File: src/rsdz_div.sv
// Pipelined restoring divider, one quotient bit per stage, with sideband.
module rsdz_div #(
  parameter int NW = 46,
  parameter int DW = 23,
  parameter int QW = 23,
  parameter int SW = 1
) (
  input  logic          clk,
  input  logic          rst_n,
  input  logic          en,
  input  logic          in_valid,
  input  logic [NW-1:0] num,
  input  logic [DW-1:0] den,
  input  logic [SW-1:0] side_in,
  output logic          out_valid,
  output logic [QW-1:0] quo,
  output logic [SW-1:0] side_out
);
  logic          vld  [0:QW];
  logic [DW-1:0] rem  [0:QW];
  logic [DW-1:0] dv   [0:QW];
  logic [QW-1:0] low  [0:QW];
  logic [QW-1:0] q    [0:QW];
  logic [SW-1:0] side [0:QW];

  // Load the first stage; the upper numerator part is below the divisor
  always_comb begin
    vld[0]  = in_valid;
    rem[0]  = DW'(num >> QW);
    dv[0]   = den;
    low[0]  = num[QW-1:0];
    q[0]    = '0;
    side[0] = side_in;
  end

  for (genvar k = 0; k < QW; k++) begin : g_step
    logic [DW:0] trial;
    logic [DW:0] diff;
    logic        ge;

    // Shift in the next numerator bit and subtract when it fits
    assign trial = {rem[k], low[k][QW-1]};
    assign diff  = trial - {1'b0, dv[k]};
    assign ge    = trial >= {1'b0, dv[k]};

    always_ff @(posedge clk) begin
      if (!rst_n) begin
        vld[k+1] <= 1'b0;
      end else if (en) begin
        vld[k+1] <= vld[k];
      end
    end

    always_ff @(posedge clk) begin
      if (en) begin
        rem[k+1]  <= ge ? diff[DW-1:0] : trial[DW-1:0];
        dv[k+1]   <= dv[k];
        low[k+1]  <= {low[k][QW-2:0], 1'b0};
        q[k+1]    <= {q[k][QW-2:0], ge};
        side[k+1] <= side[k];
      end
    end
  end

  assign out_valid = vld[QW];
  assign quo       = q[QW];
  assign side_out  = side[QW];

endmodule

File: config.mk
export PLATFORM = sky130hd
export DESIGN_NAME = rsdz_div
export DESIGN_NICKNAME = d
export VERILOG_FILES = /design/src/rsdz_div.sv
export SDC_FILE = /design/constraint.sdc
export NUM_CORES = 2
export LEC_CHECK = 0
export ABC_AREA = 1
export ABC_CLOCK_PERIOD_IN_PS = 2400
export BUFFER_PORTS_ARGS = -buffer_cell sky130_fd_sc_hd__buf_4
export CAP_MARGIN = 10
export CORE_MARGIN = 1.5
export CORE_UTILIZATION = 45
export CTS_BUF_LIST = sky130_fd_sc_hd__clkbuf_2
export CTS_CLUSTER_SIZE = 30
export DETAILED_ROUTE_END_ITERATION = 12
export HOLD_SLACK_MARGIN = 0.05
export SLEW_MARGIN = 20
export SYNTH_ARGS = -nofsm -noshare
export SYNTH_HDL_FRONTEND = slang
export SYNTH_SLANG_ARGS = --single-unit
File: constraint.sdc
create_clock -name clk -period 2.4 [get_ports clk]
set_input_delay 0.12 -clock clk [delete_from_list [all_inputs] [get_ports clk]]
set_output_delay 0.12 -clock clk [all_outputs]
set_load 0.01 [all_outputs]
==> metrics.txt <==
first-pass iteration count of the detailed router=8; slowest CP cell=edfxtp_1; Vias=between 70,000 and 80,000; fin crit period=2599 ps; hold path cells=4; status=finished, violations left; PortBufs=98; post-route setup slack=-198.8 ps; CP Data Required Time=approximately 2300 ps; Crit path max-delay family=flip-flops; clk buf depth=4; Final Max Slew Viols=0; Detail Route Antenna Nets=0; CTS H-tree depth=5; Synth Warn #=0; largest net degree at the start of global routing=~100; core area=between 200,000 and 250,000 µm²; initial antenna violation count=3; Wirelength per Cell=roughly 17 µm; maximum clock frequency=384.8 MHz; # IOs=99; Startpoint Class=flip-flop; Final Skew=around 210 ps; Final Hold Viols=0; Root Buffer=clkbuf_2; detailed placer's ending HPWL=200,600 µm; CP cell instances=buf_6; # rows=169; Die W=between 400 and 500 µm; WL final=roughly 270,000 µm; Hold WS=around 290 ps; WP buf/inv=1; start of the worst register-to-register path=g_step[4].trial[2]; failing checks=setup timing; vias in the first global route=around 74,000; Post-DP Area=102,400 µm²; Layout area overhead=18.55%; Tcrit/Tclk final=1.083; DR DRC count=0; Die Y=approximately 460 µm; reg-to-reg slack, setup=40 ps; Mapped Cells=between 10,000 and 15,000; min-delay worst type=in -> reg; layout cells sized above 1=0.1516; max cap viols=0; Yosys reg bits=around 1,600; leakage=~56 nW; detailed-route vias per instance=between 4 and 5; worst stage delay on the critical path=between 400 and 500 ps; Pwr per Cell Area=1153 nW/µm²; Initial Util=0.4525; CP max FO=1; nets@finish=~13,000; slew margin rel.=0.1584; grt ovf=0; most common cell after layout, fill and taps aside=nand2_1; DIE AREA=between 200,000 and 250,000 µm²; Hold Startpoint=den[11]; Initial DRC Count=between 6,000 and 7,000; worst r2r dst=g_step[5].trial[8]; Worst Tran Pin Value=between 1000 and 1500 ps; Sinks on Clock Net=approximately 1,600; Peak VDD IR=0.6727 mV; GRT Overall Usage=0.2389; Post-Synthesis Cell Area=~96,000 µm²; global-route wire length before repair=roughly 400,000 µm; final setup vio count=43; RSZ-0062 raised after global routing=yes; CP Capture Type=output port; CTS buffer count=about 430; Synth cell types=33; Hold Crit Endpoint=dv[517]; count of cells along the worst register-to-register path=9; Final Cell Area=about 110,000 µm²; syn avg cell area=about 8.3 µm²; critical path arrival=between 2000 and 2500 ps; routability cong.=around 0.95; syn nets=roughly 12,000; sequential area share after synthesis=0.4946; WS Path Type=reg -> out; Total Neg Setup Slack=-4027 ps; worst skew pair latency=1930 ps; most frequent cells in the layout=nand2_1 (3,834), inv_1 (2,481), edfxtp_1 (1,564); Reg clk slew, reported paths=around 100 ps; CTS tree=done
[power by group]
group | internal (mW) | switching (mW)
sequential | 39.1 | 4.99
combinational | 27.2 | 41.1
clock | 7.24 | 11.4
[metal layers]
layer | wire, µm | vias up | GRT usage
met1 | 120100 | 35820 | 0.3238
met4 | 6397 | 0 | 0.06714
met3 | 14480 | 429 | 0.03354
met5 | 0 | - | 0
li1 | - | 39510 | -
met2 | 125500 | 2166 | 0.3984
[sequential cells by signal, indices dropped and copies added (netlist names)]
register / count
dv: 506
g_step.trial: 528
low: 231
out_valid: 1
q: 253
quo: 23
side: 22
side_out: 1
vld: 22
[timing repair]
action	4_1_cts	5_1_grt
setup endpoints to repair	219	446
endpoints found under the hold margin	1657	5
gates cloned	6	25
pin swaps	9	57
gates resized for setup	62	480
setup buffers	23	171
hold buffers	286	1
[how the worst max path moves through the flow]
stage	startpoint	to	slack, ps	cells after the start
final	quo[10]	quo[10]	-200	1
after global routing	quo[10]	quo[10]	-540	1
after CTS	quo[10]	quo[10]	-510	1
after detailed placement	dv[322]	g_step[10].trial[9]	-90	12
after global placement	dv[437]	g_step[5].trial[8]	-50	11
after floorplan	dv[69]	g_step[21].trial[20]	310	11
[synth_stat cells]
cell      count  share of area
a21oi_1     230          0.012
and2_1       49         0.0032
buf_1        17        0.00067
buf_12        7         0.0015
buf_2        23         0.0012
buf_4        23         0.0018
buf_6        57         0.0067
buf_8         2        0.00031
clkbuf_1     32         0.0013
dfxtp_1      23         0.0048
edfxtp_1   1564           0.49
fa_1         22         0.0046
ha_1        529          0.069
inv_1      2526          0.099
inv_2        13        0.00051
nand2_1    3948           0.15
nand2_2      55         0.0036
nand3_1     568          0.030
nand3_2      69         0.0072
nand3b_1    137          0.011
nand4_1     361          0.024
nand4_4      22         0.0049
nor2_1      694          0.027
nor2_2       21         0.0014
nor2_4       17         0.0020
nor3_1       58         0.0030
o211ai_1      1       0.000078
o21ai_0      37         0.0019
o21ai_1     230          0.012
o21ai_2      29         0.0026
or2_0        12        0.00078
xnor2_1      22         0.0020
xor2_1      181          0.017
[logic make-up after synthesis]
logic type | Yosys count | share of synthesized area
AOI/OAI and AO/OA | 527 | 0.02867
DFF | 1587 | 0.4946
buffers and inverters | 2700 | 0.1128
adders and majority gates | 551 | 0.07363
and+or+nand+nor | 6011 | 0.2717
xor gates and xnor gates | 203 | 0.01854
[metrics by stage]
step	utilization	instances	setup slack (ps)	power (mW)
after floorplan	-	11580	313.5	86.46
after detailed placement	0.4834	14710	-86.88	105.6
after global routing	0.5365	15960	-538.9	142.5
final	0.5365	15960	-198.8	131.0
after CTS	0.5171	15760	-510.3	126.2
after global placement	0.4834	14710	-54.28	105.1
[final cells by class]
cell class	count	area, µm²
timing repair buffer	976	9525
sequential	1587	47430
timing repair inverter	1	5.005
inverter	2539	9534
tap	2821	3530
fill	20120	98210
antenna	10	25.02
clock inverter	152	798.3
clock buffer	580	2903
multi-input combinational	7293	39920
No activity file was read; power rests on OpenSTA's default activity.
