--- config.mk ---
export PLATFORM = sky130hd
export DESIGN_NAME = rsdz_sqrt
export DESIGN_NICKNAME = d
export VERILOG_FILES = /design/src/rsdz_sqrt.sv
export SDC_FILE = /design/constraint.sdc
export NUM_CORES = 2
export LEC_CHECK = 0
export BUFFER_PORTS_ARGS = -buffer_cell sky130_fd_sc_hd__buf_4
export CORE_ASPECT_RATIO = 1.4
export CORE_UTILIZATION = 30
export DETAILED_ROUTE_END_ITERATION = 16
export PLACE_DENSITY = 0.54
export SYNTH_ARGS = -nofsm -noshare
export SYNTH_HDL_FRONTEND = slang
export SYNTH_SLANG_ARGS = --single-unit
export TNS_END_PERCENT = 1
--- constraint.sdc ---
create_clock -name clk -period 5.54 [get_ports clk]
set_clock_uncertainty 0.2 [all_clocks]
set_input_delay 1.108 -clock clk [delete_from_list [all_inputs] [get_ports clk]]
set_output_delay 1.108 -clock clk [all_outputs]
set_load 0.05 [all_outputs]
--- src/rsdz_sqrt.sv ---
// Pipelined integer square root, one result bit per stage, with sideband.
module rsdz_sqrt #(
  parameter int RW = 48,
  parameter int SW = 1
) (
  input  logic            clk,
  input  logic            rst_n,
  input  logic            en,
  input  logic            in_valid,
  input  logic [RW-1:0]   radicand,
  input  logic [SW-1:0]   side_in,
  output logic            out_valid,
  output logic [RW/2-1:0] root,
  output logic [SW-1:0]   side_out
);
  localparam int QW  = RW / 2;
  localparam int RMW = QW + 2;

  logic           vld  [0:QW];
  logic [RMW-1:0] rem  [0:QW];
  logic [QW-1:0]  rt   [0:QW];
  logic [RW-1:0]  low  [0:QW];
  logic [SW-1:0]  side [0:QW];

  // Load the first stage
  always_comb begin
    vld[0]  = in_valid;
    rem[0]  = '0;
    rt[0]   = '0;
    low[0]  = radicand;
    side[0] = side_in;
  end

  for (genvar k = 0; k < QW; k++) begin : g_step
    logic [RMW-1:0] rem_sh;
    logic [RMW-1:0] trial;
    logic           ge;

    // Bring down two radicand bits and try the next root bit
    assign rem_sh = {rem[k][RMW-3:0], low[k][RW-1:RW-2]};
    assign trial  = {rt[k], 2'b01};
    assign ge     = rem_sh >= trial;

    always_ff @(posedge clk) begin
      if (!rst_n) begin
        vld[k+1] <= 1'b0;
      end else if (en) begin
        vld[k+1] <= vld[k];
      end
    end

    always_ff @(posedge clk) begin
      if (en) begin
        rem[k+1]  <= ge ? (rem_sh - trial) : rem_sh;
        rt[k+1]   <= {rt[k][QW-2:0], ge};
        low[k+1]  <= {low[k][RW-3:0], 2'b00};
        side[k+1] <= side[k];
      end
    end
  end

  assign out_valid = vld[QW];
  assign root      = rt[QW];
  assign side_out  = side[QW];

endmodule

==> flow_metrics.py <==
metrics = {
    "clock_tree": {
        "clk_pin_slew_worst_paths_ns": 0.06,
        "cts_tree": "yes",
        "cts.repair.resized": 0,
        "cts_sinks": 1422,
        "clk_path_buf_depth": 4,
        "htree_levels": 4,
        "ctsHoldBuffers": 0,
        "cts_root_buf": "clkbuf_16",
        "worstSkewPairLatency_ns": 0.81,
        "post_cts_buffers": 0,
        "cts_buffers": 156,
    },
    "power": {
        "cellLeakagePower_nw": 28.05,
        "irDropWorstVdd_mv": 0.2399,
        "cellPowerDensity_nw_per_um2": 401.2,
        "total_power_mw": 29.82,
    },
    "worst_setup_path": {
        "crit_chain": "inv_1, ha_1, and3_1, nor2b_1, nand3_1, nor4_1, nor2_1, o211ai_1, buf_4, mux2_2",
        "cp_max_fo": 18,
        "slowest_delay_ns": 0.83,
        "worstPathArrival_ns": 4.52,
        "worst_ep_required_time_ns": 5.85,
        "end_kind": "flip-flop",
        "crit_type": "reg2reg",
        "slowest_stage": "nor4_1",
        "cp-start-kind": "flip-flop",
    },
    "die": {
        "num_rows": 201,
        "initial_core_util_pct": 30.30,
        "die_w_um": 395.6,
        "pin_count": 79,
        "die_h_um": 553.1,
        "dieArea_um2": 218800,
        "core_area_um2": 214800,
    },
    "global_route": {
        "grt_max_degree": 127,
        "grt_pass1_vias": 39520,
        "grtUsageMet1_pct": 9.845,
        "grt_pass1_wl_um": 197100,
        "busiest_layer": "met2",
        "grt_usage_pct": 11.09,
        "antenna_found_initial": 1,
        "grt_overflow": 0,
        "met2_usage_pct": 22.38,
        "grtUsageMet3_pct": 1.911,
    },
    "logic_synthesis": {
        "ys.warnings.count": 0,
        "synth_common_cells": "edfxtp_1, inv_1, a21oi_1",
        "synth_cells": 4932,
        "syn_nets": 5310,
        "synth_seq_cells": 1422,
        "synth_top_cell_by_area": "edfxtp_1",
        "ys_types": 77,
        "synth.area.top_cells": "edfxtp_1, ha_1, xnor2_1, xor2_1, a21oi_1",
        "async_flop_share_pct": 0,
        "synth-edff-count": 1398,
        "synth_ff_type": "edfxtp_1",
        "syn_area_um2": 65080,
        "synth.avg_cell_area_um2": 13.20,
        "yosysSeqAreaShare_pct": 65.24,
        "synth_top_area_share_pct": 64.50,
        "yosysMostFrequentCell": "edfxtp_1",
    },
    "sta": {
        "max_slew_margin_pct": 24.32,
        "setup_viol_count_final": 0,
        "hold_violations": 0,
        "fin_setup_tns_ns": 0,
        "period_minus_slack_ns": 4.210,
        "post-route-period-util_pct": 75.99,
        "fmax_mhz": 237.5,
        "maxSlewViolCount": 0,
        "tightest_slew_ns": 1.107,
        "rsz0062_at_grt": "false",
    },
    "drt": {
        "drtPass1Iterations": 6,
        "ant_nets": 0,
        "vias": 37900,
        "wl_per_cell_um": 15.41,
        "drc_errors": 0,
        "via_per_inst": 4.689,
        "wl_um": 124600,
        "drt_iter0_markers": 1715,
    },
    "run": {
        "maxCapViolCount": 0,
    },
    "placed_design": {
        "port_buffers": 78,
        "hpwlAfterDp_um": 87540,
        "gp_congestion": 0.9262,
    },
    "cells_and_area": {
        "areaGrowthSynthToFinish_pct": 14.22,
        "nets": 5505,
        "nFillCells": 20880,
        "drive_above_1_share_pct": 8.570,
    },
    "min_path": {
        "hold_class": "reg2reg",
    },
    "outcome": {
        "status": "complete, no violations",
    },
}
## cell usage in the layout (no fill, tap or decap), types with 29 or more instances in the layout
cell type / netlist / routed
inv_1: 390 / 390
nand2_1: 267 / 267
mux2_2: 51 / 51
clkbuf_1: 81 / 29
nor4_1: 50 / 50
mux2i_1: 31 / 31
or3_1: 47 / 47
nand3_1: 80 / 80
nor2_1: 321 / 321
o21a_1: 58 / 58
clkbuf_16: 0 / 159
nor2b_1: 66 / 66
nor3_1: 134 / 133
a211oi_1: 33 / 33
o31ai_1: 34 / 34
edfxtp_1: 1398 / 1398
nand4_1: 46 / 46
buf_4: 0 / 114
xnor2_1: 218 / 218
ha_1: 325 / 325
a21o_1: 107 / 107
a21oi_1: 341 / 340
o21ai_0: 220 / 220
nand2b_1: 53 / 53
xor2_1: 202 / 202
and3_1: 34 / 34
## stage by stage
step	instances	hold WS (ns)	worst slack (ns)	utilization, %	area (um2)
3_5_place_dp	7811	0.2045	1.215	32.33	69450
4_1_cts	8081	0.1528	1.208	34.61	74330
6_report	8082	0.1597	1.330	34.61	74340
2_1_floorplan	4932	0.2003	2.234	-	65080
5_1_grt	8082	0.1477	1.064	34.61	74340
3_3_place_gp	7811	0.2006	1.209	32.33	69450
## sequential cells by signal, indices dropped and copies added (netlist names)
name and count:
g_step.rem_sh 568, g_step.trial 276, low 506, out_valid 1
root 24, side 23, side_out 1, vld 23
## kinds of logic after synthesis
group | count (synthesis) | share of synthesized area [%]
adders and majority gates | 325 | 6.248
xor gates and xnor gates | 420 | 5.652
DFF | 1422 | 65.24
other | 1 | 0.005762
buffers and inverters | 482 | 2.797
AOI/OAI and AO/OA | 979 | 9.353
muxes | 82 | 1.359
and+or+nand+nor | 1221 | 9.343
## worst max-delay path: cells and delay by family, from the launching register on
family                   cells  cell delay [ns]
multiplexers                 1             0.37
buffers and inverters        2             0.44
flip-flops                   1             0.39
adder cells (fa/ha/maj)      1             0.42
AND/OR/NAND/NOR              5             1.72
AO/OA/AOI/OAI                1             0.43
## final timing paths
kind                             startpoint                              end  slack (ns)  depth (start not counted)
max          g_step[20].trial[19]$_DFFE_PP_  g_step[21].rem_sh[14]$_DFFE_PP_        1.33                         10
max reg2reg  g_step[20].trial[19]$_DFFE_PP_  g_step[21].rem_sh[14]$_DFFE_PP_        1.33                         10
min reg2reg              low[786]$_DFFE_PP_               low[740]$_DFFE_PP_        0.16                          0
min                      low[786]$_DFFE_PP_               low[740]$_DFFE_PP_        0.16                          0
## per-layer routing
metal,wire (um),part of all wire [%]
met1,42480,34
met3,4417,3.5
met4,7800,6.3
met2,69880,56
met5,0,0
## report_power, final
part           total (mW)  switching (mW)  internal (mW)  leakage [nW]
Sequential           14.2           0.687           13.5          13.6
Clock                10.1            4.18           5.88          2.39
Combinational        5.58            3.20           2.38          12.1
Total                29.8            8.07           21.7          28.1
## layout make-up
class,count,area [um2],area share (%)
Antenna cell,1,2.502,0.003366
Clock inverter,80,779.5,1.049
Clock buffer,190,4106,5.524
Sequential cell,1422,42460,57.12
Tap cell,2842,3556,4.784
Inverter,392,1471,1.979
Multi-Input combinational cell,3028,20840,28.03
Timing Repair Buffer,127,1124,1.512
No activity file was read; power rests on OpenSTA's default activity.
