==> src/rsdz_pkg.sv <==
// Shared types, constants and field widths of the radial stick dead-zone block.
package rsdz_pkg;

  localparam int COORD_W  = 16;
  localparam int RAD_W    = 15;
  localparam int ADDR_W   = 4;
  localparam int DATA_W   = 32;

  // Fixed-point widths: magnitude Q16.8, length Q15.8
  localparam int SQ_W     = 32;
  localparam int RADICAND_W = 48;
  localparam int MAG_W    = 24;
  localparam int LEN_W    = 23;
  localparam int LEN_NUM_W = 2 * LEN_W;
  localparam int OUT_NUM_W = COORD_W + LEN_W;
  localparam int OUT_Q_W  = 16;

  localparam logic [RAD_W-1:0] FULL_SCALE = 15'd32767;
  localparam logic [RAD_W-1:0] RADIUS_MAX = 15'd32766;
  localparam logic [LEN_W-1:0] FULL_LEN   = {FULL_SCALE, 8'd0};

  localparam logic [RAD_W-1:0] LEFT_RADIUS_RST  = 15'd7849;
  localparam logic [RAD_W-1:0] RIGHT_RADIUS_RST = 15'd8689;

  // Register indexes
  localparam logic [1:0] REG_CUSTOM_ENABLE = 2'd0;
  localparam logic [1:0] REG_CUSTOM_RADIUS = 2'd1;
  localparam logic [1:0] REG_LEFT_RADIUS   = 2'd2;
  localparam logic [1:0] REG_RIGHT_RADIUS  = 2'd3;

  typedef struct packed {
    logic                      stick_select;
    logic signed [COORD_W-1:0] raw_x;
    logic signed [COORD_W-1:0] raw_y;
  } in_item_t;

  typedef struct packed {
    logic signed [COORD_W-1:0] adjusted_x;
    logic signed [COORD_W-1:0] adjusted_y;
  } out_item_t;

  typedef struct packed {
    logic             custom_enable;
    logic [RAD_W-1:0] custom_radius;
    logic [RAD_W-1:0] left_default_radius;
    logic [RAD_W-1:0] right_default_radius;
  } cfg_regs_t;

endpackage

==> src/rsdz_cfg.sv <==
// Configuration register file with APB-style access and radius clamping.
module rsdz_cfg (
  input  logic                        clk,
  input  logic                        rst_n,
  input  logic                        psel,
  input  logic                        penable,
  input  logic                        pwrite,
  input  logic [rsdz_pkg::ADDR_W-1:0] paddr,
  input  logic [rsdz_pkg::DATA_W-1:0] pwdata,
  output logic [rsdz_pkg::DATA_W-1:0] prdata,
  output logic                        pready,
  output rsdz_pkg::cfg_regs_t         regs
);
  import rsdz_pkg::*;

  cfg_regs_t        regs_r;
  logic             wr_en;
  logic [1:0]       idx;
  logic [RAD_W-1:0] rad_clamped;

  assign pready = 1'b1;
  assign wr_en  = psel && penable && pwrite;
  assign idx    = paddr[3:2];

  // Saturate a written radius at the largest legal value
  assign rad_clamped = (pwdata[RAD_W-1:0] > RADIUS_MAX) ? RADIUS_MAX : pwdata[RAD_W-1:0];

  // Write the addressed register
  always_ff @(posedge clk) begin
    if (!rst_n) begin
      regs_r.custom_enable        <= 1'b0;
      regs_r.custom_radius        <= '0;
      regs_r.left_default_radius  <= LEFT_RADIUS_RST;
      regs_r.right_default_radius <= RIGHT_RADIUS_RST;
    end else if (wr_en) begin
      case (idx)
        REG_CUSTOM_ENABLE: regs_r.custom_enable        <= pwdata[0];
        REG_CUSTOM_RADIUS: regs_r.custom_radius        <= rad_clamped;
        REG_LEFT_RADIUS:   regs_r.left_default_radius  <= rad_clamped;
        REG_RIGHT_RADIUS:  regs_r.right_default_radius <= rad_clamped;
        default: ;
      endcase
    end
  end

  // Return the addressed register
  always_comb begin
    case (idx)
      REG_CUSTOM_ENABLE: prdata = {{(DATA_W-1){1'b0}}, regs_r.custom_enable};
      REG_CUSTOM_RADIUS: prdata = {{(DATA_W-RAD_W){1'b0}}, regs_r.custom_radius};
      REG_LEFT_RADIUS:   prdata = {{(DATA_W-RAD_W){1'b0}}, regs_r.left_default_radius};
      REG_RIGHT_RADIUS:  prdata = {{(DATA_W-RAD_W){1'b0}}, regs_r.right_default_radius};
      default:           prdata = '0;
    endcase
  end

  assign regs = regs_r;

endmodule

==> config.mk <==
export PLATFORM = sky130hd
export DESIGN_NAME = rsdz_cfg
export DESIGN_NICKNAME = d
export VERILOG_FILES = /design/src/rsdz_pkg.sv /design/src/rsdz_cfg.sv
export SDC_FILE = /design/constraint.sdc
export NUM_CORES = 1
export LEC_CHECK = 0
export ABC_AREA = 1
export BUFFER_PORTS_ARGS = -buffer_cell sky130_fd_sc_hd__buf_2
export CORE_MARGIN = 3
export CORE_UTILIZATION = 39
export CTS_CLUSTER_SIZE = 10
export DETAILED_ROUTE_END_ITERATION = 7
export PLACE_DENSITY = 0.75
export SLEW_MARGIN = 15
export SYNTH_ARGS = -nofsm -noshare
export SYNTH_HDL_FRONTEND = slang
export SYNTH_SLANG_ARGS = --single-unit
==> constraint.sdc <==
create_clock -name clk -period 1.06 [get_ports clk]
set_input_delay 0.053 -clock clk [delete_from_list [all_inputs] [get_ports clk]]
set_output_delay 0.053 -clock clk [all_outputs]
set_load 0.01 [all_outputs]
==> reports/qor.txt, run 1 <==
worst skew pair latency - 0.29 ns
mean post-synth cell area - 7.40 sq um
crit path time final - 0.996 ns
synthesis-to-layout area growth - 28.2%
Util after Layout - 0.540
MaxCap Viol Count - 0
layout cells sized above 1 - 0.332
Die Y - 78.9 um
Vias - 2144
sequential area share after synthesis - 0.445
IO Port Bufs - 82
Hold Path Class - in -> reg
Ant. Diodes - 0
pre-CTS setup slack - 0.0393 ns
largest net degree at the start of global routing - 24
Initial Utilization - 0.422
Final setup viols - 0
CTS tree - yes
Critical Path Start Type - flop
drt total wl - 5930 um
area leader, netlist - dfxtp_1
Hold WS - 0.0189 ns
final cell count without fillers - 434
DP HPWL - 4360 um
Cell Area, Placed - 2530 sq um
commonest non-fill, non-tap cells in the layout - buf_2 (82), nand2_1 (61), a21oi_1 (40), dfxtp_1 (38), o21ai_0 (35)
clk sinks - 46
WL/cell - 13.7 um
data arrival time of the worst path - 0.94 ns
commonest non-fill, non-tap cell in the layout - buf_2
initial antenna violation count - 0
Max clock buf depth - 2
H-tree levels - 2
Worst Setup End Kind - output port
mapped cell area - 2070 sq um
Die ar. - 6220 sq um
Max Fanout on Critical Path - 3
number of library cell types mapped by synthesis - 20
Yosys top cell area share - 0.445
DR iter-0 viols - 158
final slew viol count - 0
cts bufs inserted - 5
main area contributors after synthesis - dfxtp_1 (44%), nand2_1 (11%), a21oi_1 (9.7%), o21ai_0 (8.5%), buf_4 (7.3%)
Root Driver - clkbuf_8
first-pass GRT wire length - 9850 um
core area - 4910 sq um
fmax - 1.00 GHz
Leak Pwr - 1.31 nW
DR DRC count - 0
detailed-router iteration count before antenna repair - 5
number of flip-flops in the largest register - 46
final setup skew - 0 ns
placed cell count - 426
P per Cell Area - 1330 nW/um^2
total power - 3.52 mW
GP Congestion - 0.841
Final WS setup - 0.0644 ns
Yosys reg bits - 46
Routed Antenna Nets - 0
TNS Setup - 0 ns
status - complete, no violations
I/O pin count - 120
kind of critical path - reg -> out
Syn Inst Count - 280
vias in the first global route - 2071
row count - 25
Worst EP required - 1.01 ns
Clock transition at path regs - 0.09 ns
Worst IR Drop VDD - 0.000996 V
gr ovfl total - 0
unrepaired setup endpoints after global routing - false
width of the chip - 78.9 um
Final #Nets - 407
YS warnings - 0
Period Utilization, post-route - 0.939
GRT Util Overall - 0.199
design area - 2650 sq um
Vias per Instance - 4.94
Final Hold Viols - 0
==> cells by family after synthesis <==
group           Yosys count  synth area share
buf+inv                  52             0.144
compound gates           87             0.214
simple gates             93             0.193
other cells               2           0.00363
flops                    46             0.445
==> final timing paths <==
| check | start | to | slack, ns | depth (start not counted) |
|---|---|---|---|---|
| hold / removal | pwdata[0] | regs[45]$_SDFFE_PN0P_ | 0.02 | 3 |
| setup / recovery | regs[37]$_SDFFE_PN0P_ | prdata[7] | 0.06 | 3 |
| hold reg to reg | regs[22]$_SDFFE_PN1P_ | regs[22]$_SDFFE_PN1P_ | 0.47 | 2 |
| setup reg to reg | regs[16]$_SDFFE_PN0P_ | regs[16]$_SDFFE_PN0P_ | 0.32 | 2 |
==> synthesized netlist by cell type (all sizes together) <==
cell type,count
buf,29
nand3,17
clkbuf,3
nor2,11
nor4,1
a21oi,42
nor3,2
dfxtp,46
nand2,61
o21ai,45
nand4,1
conb,2
inv,20
==> routing by layer <==
metal | GRT usage | vias to the layer above | routed length (um)
met5 | 0 | - | 0
met4 | 0.0584 | 0 | 78
met3 | 0.0624 | 8 | 572
met2 | 0.334 | 109 | 2740
met1 | 0.243 | 973 | 2540
li1 | - | 1054 | -
==> power by group <==
| part | internal (mW) | switching (mW) | total [mW] |
|---|---|---|---|
| logic | 0.161 | 0.281 | 0.442 |
| clock network | 0.701 | 0.581 | 1.28 |
| registers | 1.77 | 0.0282 | 1.79 |
==> worst max-delay path, cell delays in order (launching register included) <==
cell and delay [ns]:
dfxtp_1 0.36, nand2_1 0.06, nand3_1 0.08, buf_2 0.14
==> timing repair <==
| item | 4_1_cts | 5_1_grt |
|---|---|---|
| resized for setup | 0 | 10 |
| buffers inserted | 0 | 0 |
| endpoints found under the hold margin | 0 | 0 |
| endpoints found under the setup margin | 0 | 13 |
| hold buffers | 0 | 0 |
==> layout make-up <==
| cell class | instances | area, sq um |
|---|---|---|
| Fill cell | 487 | 2260 |
| Sequential cell | 46 | 931 |
| Multi-Input combinational cell | 198 | 913 |
| Timing Repair Buffer | 95 | 537 |
| Tap cell | 67 | 83.8 |
| Inverter | 20 | 75.1 |
| Clock buffer | 5 | 68.8 |
| Clock inverter | 3 | 45.0 |
Power figures use the tool's default switching activity.
==> run 2, diff against run 1 <==
GPL_ROUTABILITY_DRIVEN = 1   (was default)
HOLD_SLACK_MARGIN = 0.02   (was default)
==> run 2 against run 1 <==
Against the previous run:
- wire length is 2.1% higher
- setup slack worse by 0.016 ns
- first-iteration DRC count is 3.2% lower
- register-to-register slack hardly changed
- largest cell class unchanged
- total power is 0.64% higher
- utilization is 0.64 points higher
- combinational power is 2% higher
- sequential share of layout area is 0.36 points lower
- cell count is 0.69% higher
- global-route usage is 0.46 points higher
- critical path type unchanged
- via count is 0.56% lower
==> reports/qor.txt, run 2 (synthesis gave the netlist of run 1 again) <==
Worst Setup End Kind - output port
WL/cell - 13.8 um (+1.4%)
Vias per Instance - 4.88 (-1.2%)
final-layout fill cell count - 481 (-1.2%)
Hold Path Class - in -> reg
Worst IR Drop VDD - 0.00101 V (+1.2%)
layout cells sized above 1 - 0.332 (about the same)
kind of critical path - reg -> out
total power - 3.54 mW (+0.64%)
CP startpoint - regs[37]$_SDFFE_PN0P_
worst skew pair latency - 0.30 ns (about the same)
status - complete, no violations
H-tree levels - 2 (unchanged)
drt total wl - 6050 um (+2.1%)
vias in the first global route - 2113 (+2.0%)
DP HPWL - 4360 um (unchanged)
Root Driver - clkbuf_8
reg2reg start - regs[16]$_SDFFE_PN0P_
GRT Util Overall - 0.203 (+0.00456)
Clock transition at path regs - 0.09 ns (about the same)
first-pass GRT wire length - 10100 um (+2.2%)
R2R Setup Slk - 0.32 ns (about the same)
CTS tree - yes
clk sinks - 46 (unchanged)
Max clock buf depth - 2 (unchanged)
final slew viol count - 0 (unchanged)
largest net degree at the start of global routing - 24 (unchanged)
DR iter-0 viols - 153 (-3.2%)
I/O pin count - 120 (unchanged)
TNS Setup - 0 ns (unchanged)
MaxCap Viol Count - 0 (unchanged)
CP Capture Point - prdata[7]
Die Y - 78.9 um (unchanged)
Critical Path Start Type - flop
Leak Pwr - 1.33 nW (+0.99%)
P per Cell Area - 1320 nW/um^2 (-0.54%)
Initial Utilization - 0.422 (unchanged)
Hold Path Depth - 3 (unchanged)
GP Congestion - 0.841 (unchanged)
Routed Antenna Nets - 0 (unchanged)
cts bufs inserted - 5 (unchanged)
crit path time final - 1.01 ns (+0.0155 ns)
Final setup viols - 0 (unchanged)
Ant. Diodes - 0 (unchanged)
R2R cell count - 2 (unchanged)
Period Utilization, post-route - 0.954 (+0.0146)
width of the chip - 78.9 um (unchanged)
core area - 4910 sq um (unchanged)
Die ar. - 6220 sq um (unchanged)
postcts setup bufs - 0 (unchanged)
row count - 25 (unchanged)
data arrival time of the worst path - 0.96 ns (+0.02 ns)
Worst EP required - 1.01 ns (about the same)
Util after Layout - 0.547 (+0.00637)
fmax - 0.989 GHz (-1.5%)
Final #Nets - 410 (+0.74%)
detailed-router iteration count before antenna repair - 4 (-1)
Vias - 2132 (-0.56%)
Max Fanout on Critical Path - 3 (unchanged)
Final Hold Viols - 0 (unchanged)
final setup skew - 0 ns (unchanged)
IO Port Bufs - 82 (unchanged)
commonest non-fill, non-tap cells in the layout - buf_2 (82), nand2_1 (61), a21oi_1 (40), dfxtp_1 (37), o21ai_0 (35)
synthesis-to-layout area growth - 29.7%
unrepaired setup endpoints after global routing - false
initial antenna violation count - 0 (unchanged)
commonest non-fill, non-tap cell in the layout - buf_2
RR Endpoint - regs[16]$_SDFFE_PN0P_
DR DRC count - 0 (unchanged)
number of flip-flops in the largest register - 46 (unchanged)
gr ovfl total - 0 (unchanged)
[run 2: changes by cell type in the layout (fill, tap and decap cells not counted)]
cell / before / now
dfxtp_1: 38 / 37
dfxtp_2: 8 / 9
dlygate4sd3_1: 0 / 3
[run 2: stage by stage]
stage	hold slack, ns	std cells	cell area (sq um)	setup WS (ns)
2_1_floorplan	0.179	296	2130	0.0707
3_3_place_gp	0.317	426	2530	0.0837
3_5_place_dp	0.321	426	2530	0.0393
4_1_cts	0.0336	437	2670	0.0335
5_1_grt	0.0372	437	2690	0.000585
6_report	0.0332	437	2690	0.0489
[run 2: metal layers]
| metal | global-route usage | part of all wire |
|---|---|---|
| met5 | 0 | 0 |
| met1 | 0.245 | 0.42 |
| met4 | 0.0584 | 0.013 |
| met3 | 0.0624 | 0.098 |
| met2 | 0.349 | 0.47 |
[run 2: power by group]
group | switching (mW) | internal, mW | total (mW)
registers | 0.0285 | 1.77 | 1.79
logic | 0.285 | 0.169 | 0.453
clock network | 0.592 | 0.701 | 1.29
[run 2: layout make-up]
cell class                      instances  area (sq um)  area share
Tap cell                               67          83.8      0.0312
Timing Repair Buffer                   98           567       0.211
Clock buffer                            5          68.8      0.0256
Multi-Input combinational cell        198           913       0.340
Sequential cell                        46           932       0.347
Clock inverter                          3          45.0      0.0168
Inverter                               20          75.1      0.0280
[run 2: worst min-delay path by stage]
stage	end	start	slack, ns
6_report	regs[36]$_SDFFE_PN0P_	pwdata[6]	0.03
5_1_grt	regs[36]$_SDFFE_PN0P_	pwdata[6]	0.04
4_1_cts	regs[37]$_SDFFE_PN0P_	pwdata[7]	0.03
3_5_place_dp	regs[45]$_SDFFE_PN0P_	pwdata[0]	0.32
3_3_place_gp	regs[22]$_SDFFE_PN1P_	pwdata[7]	0.32
2_1_floorplan	regs[7]$_SDFFE_PN1P_	pwdata[7]	0.18
[run 2: timing repair]
item	4_1_cts	5_1_grt
hold buffers	3	0
endpoints found under the hold margin	2	0
setup endpoints to repair	0	14
gates resized for setup	0	11
[run 2: critical path: stages (launching register included)]
cell	delay [ns]
dfxtp_1	0.37
nand2_1	0.06
nand3_1	0.08
buf_2	0.14
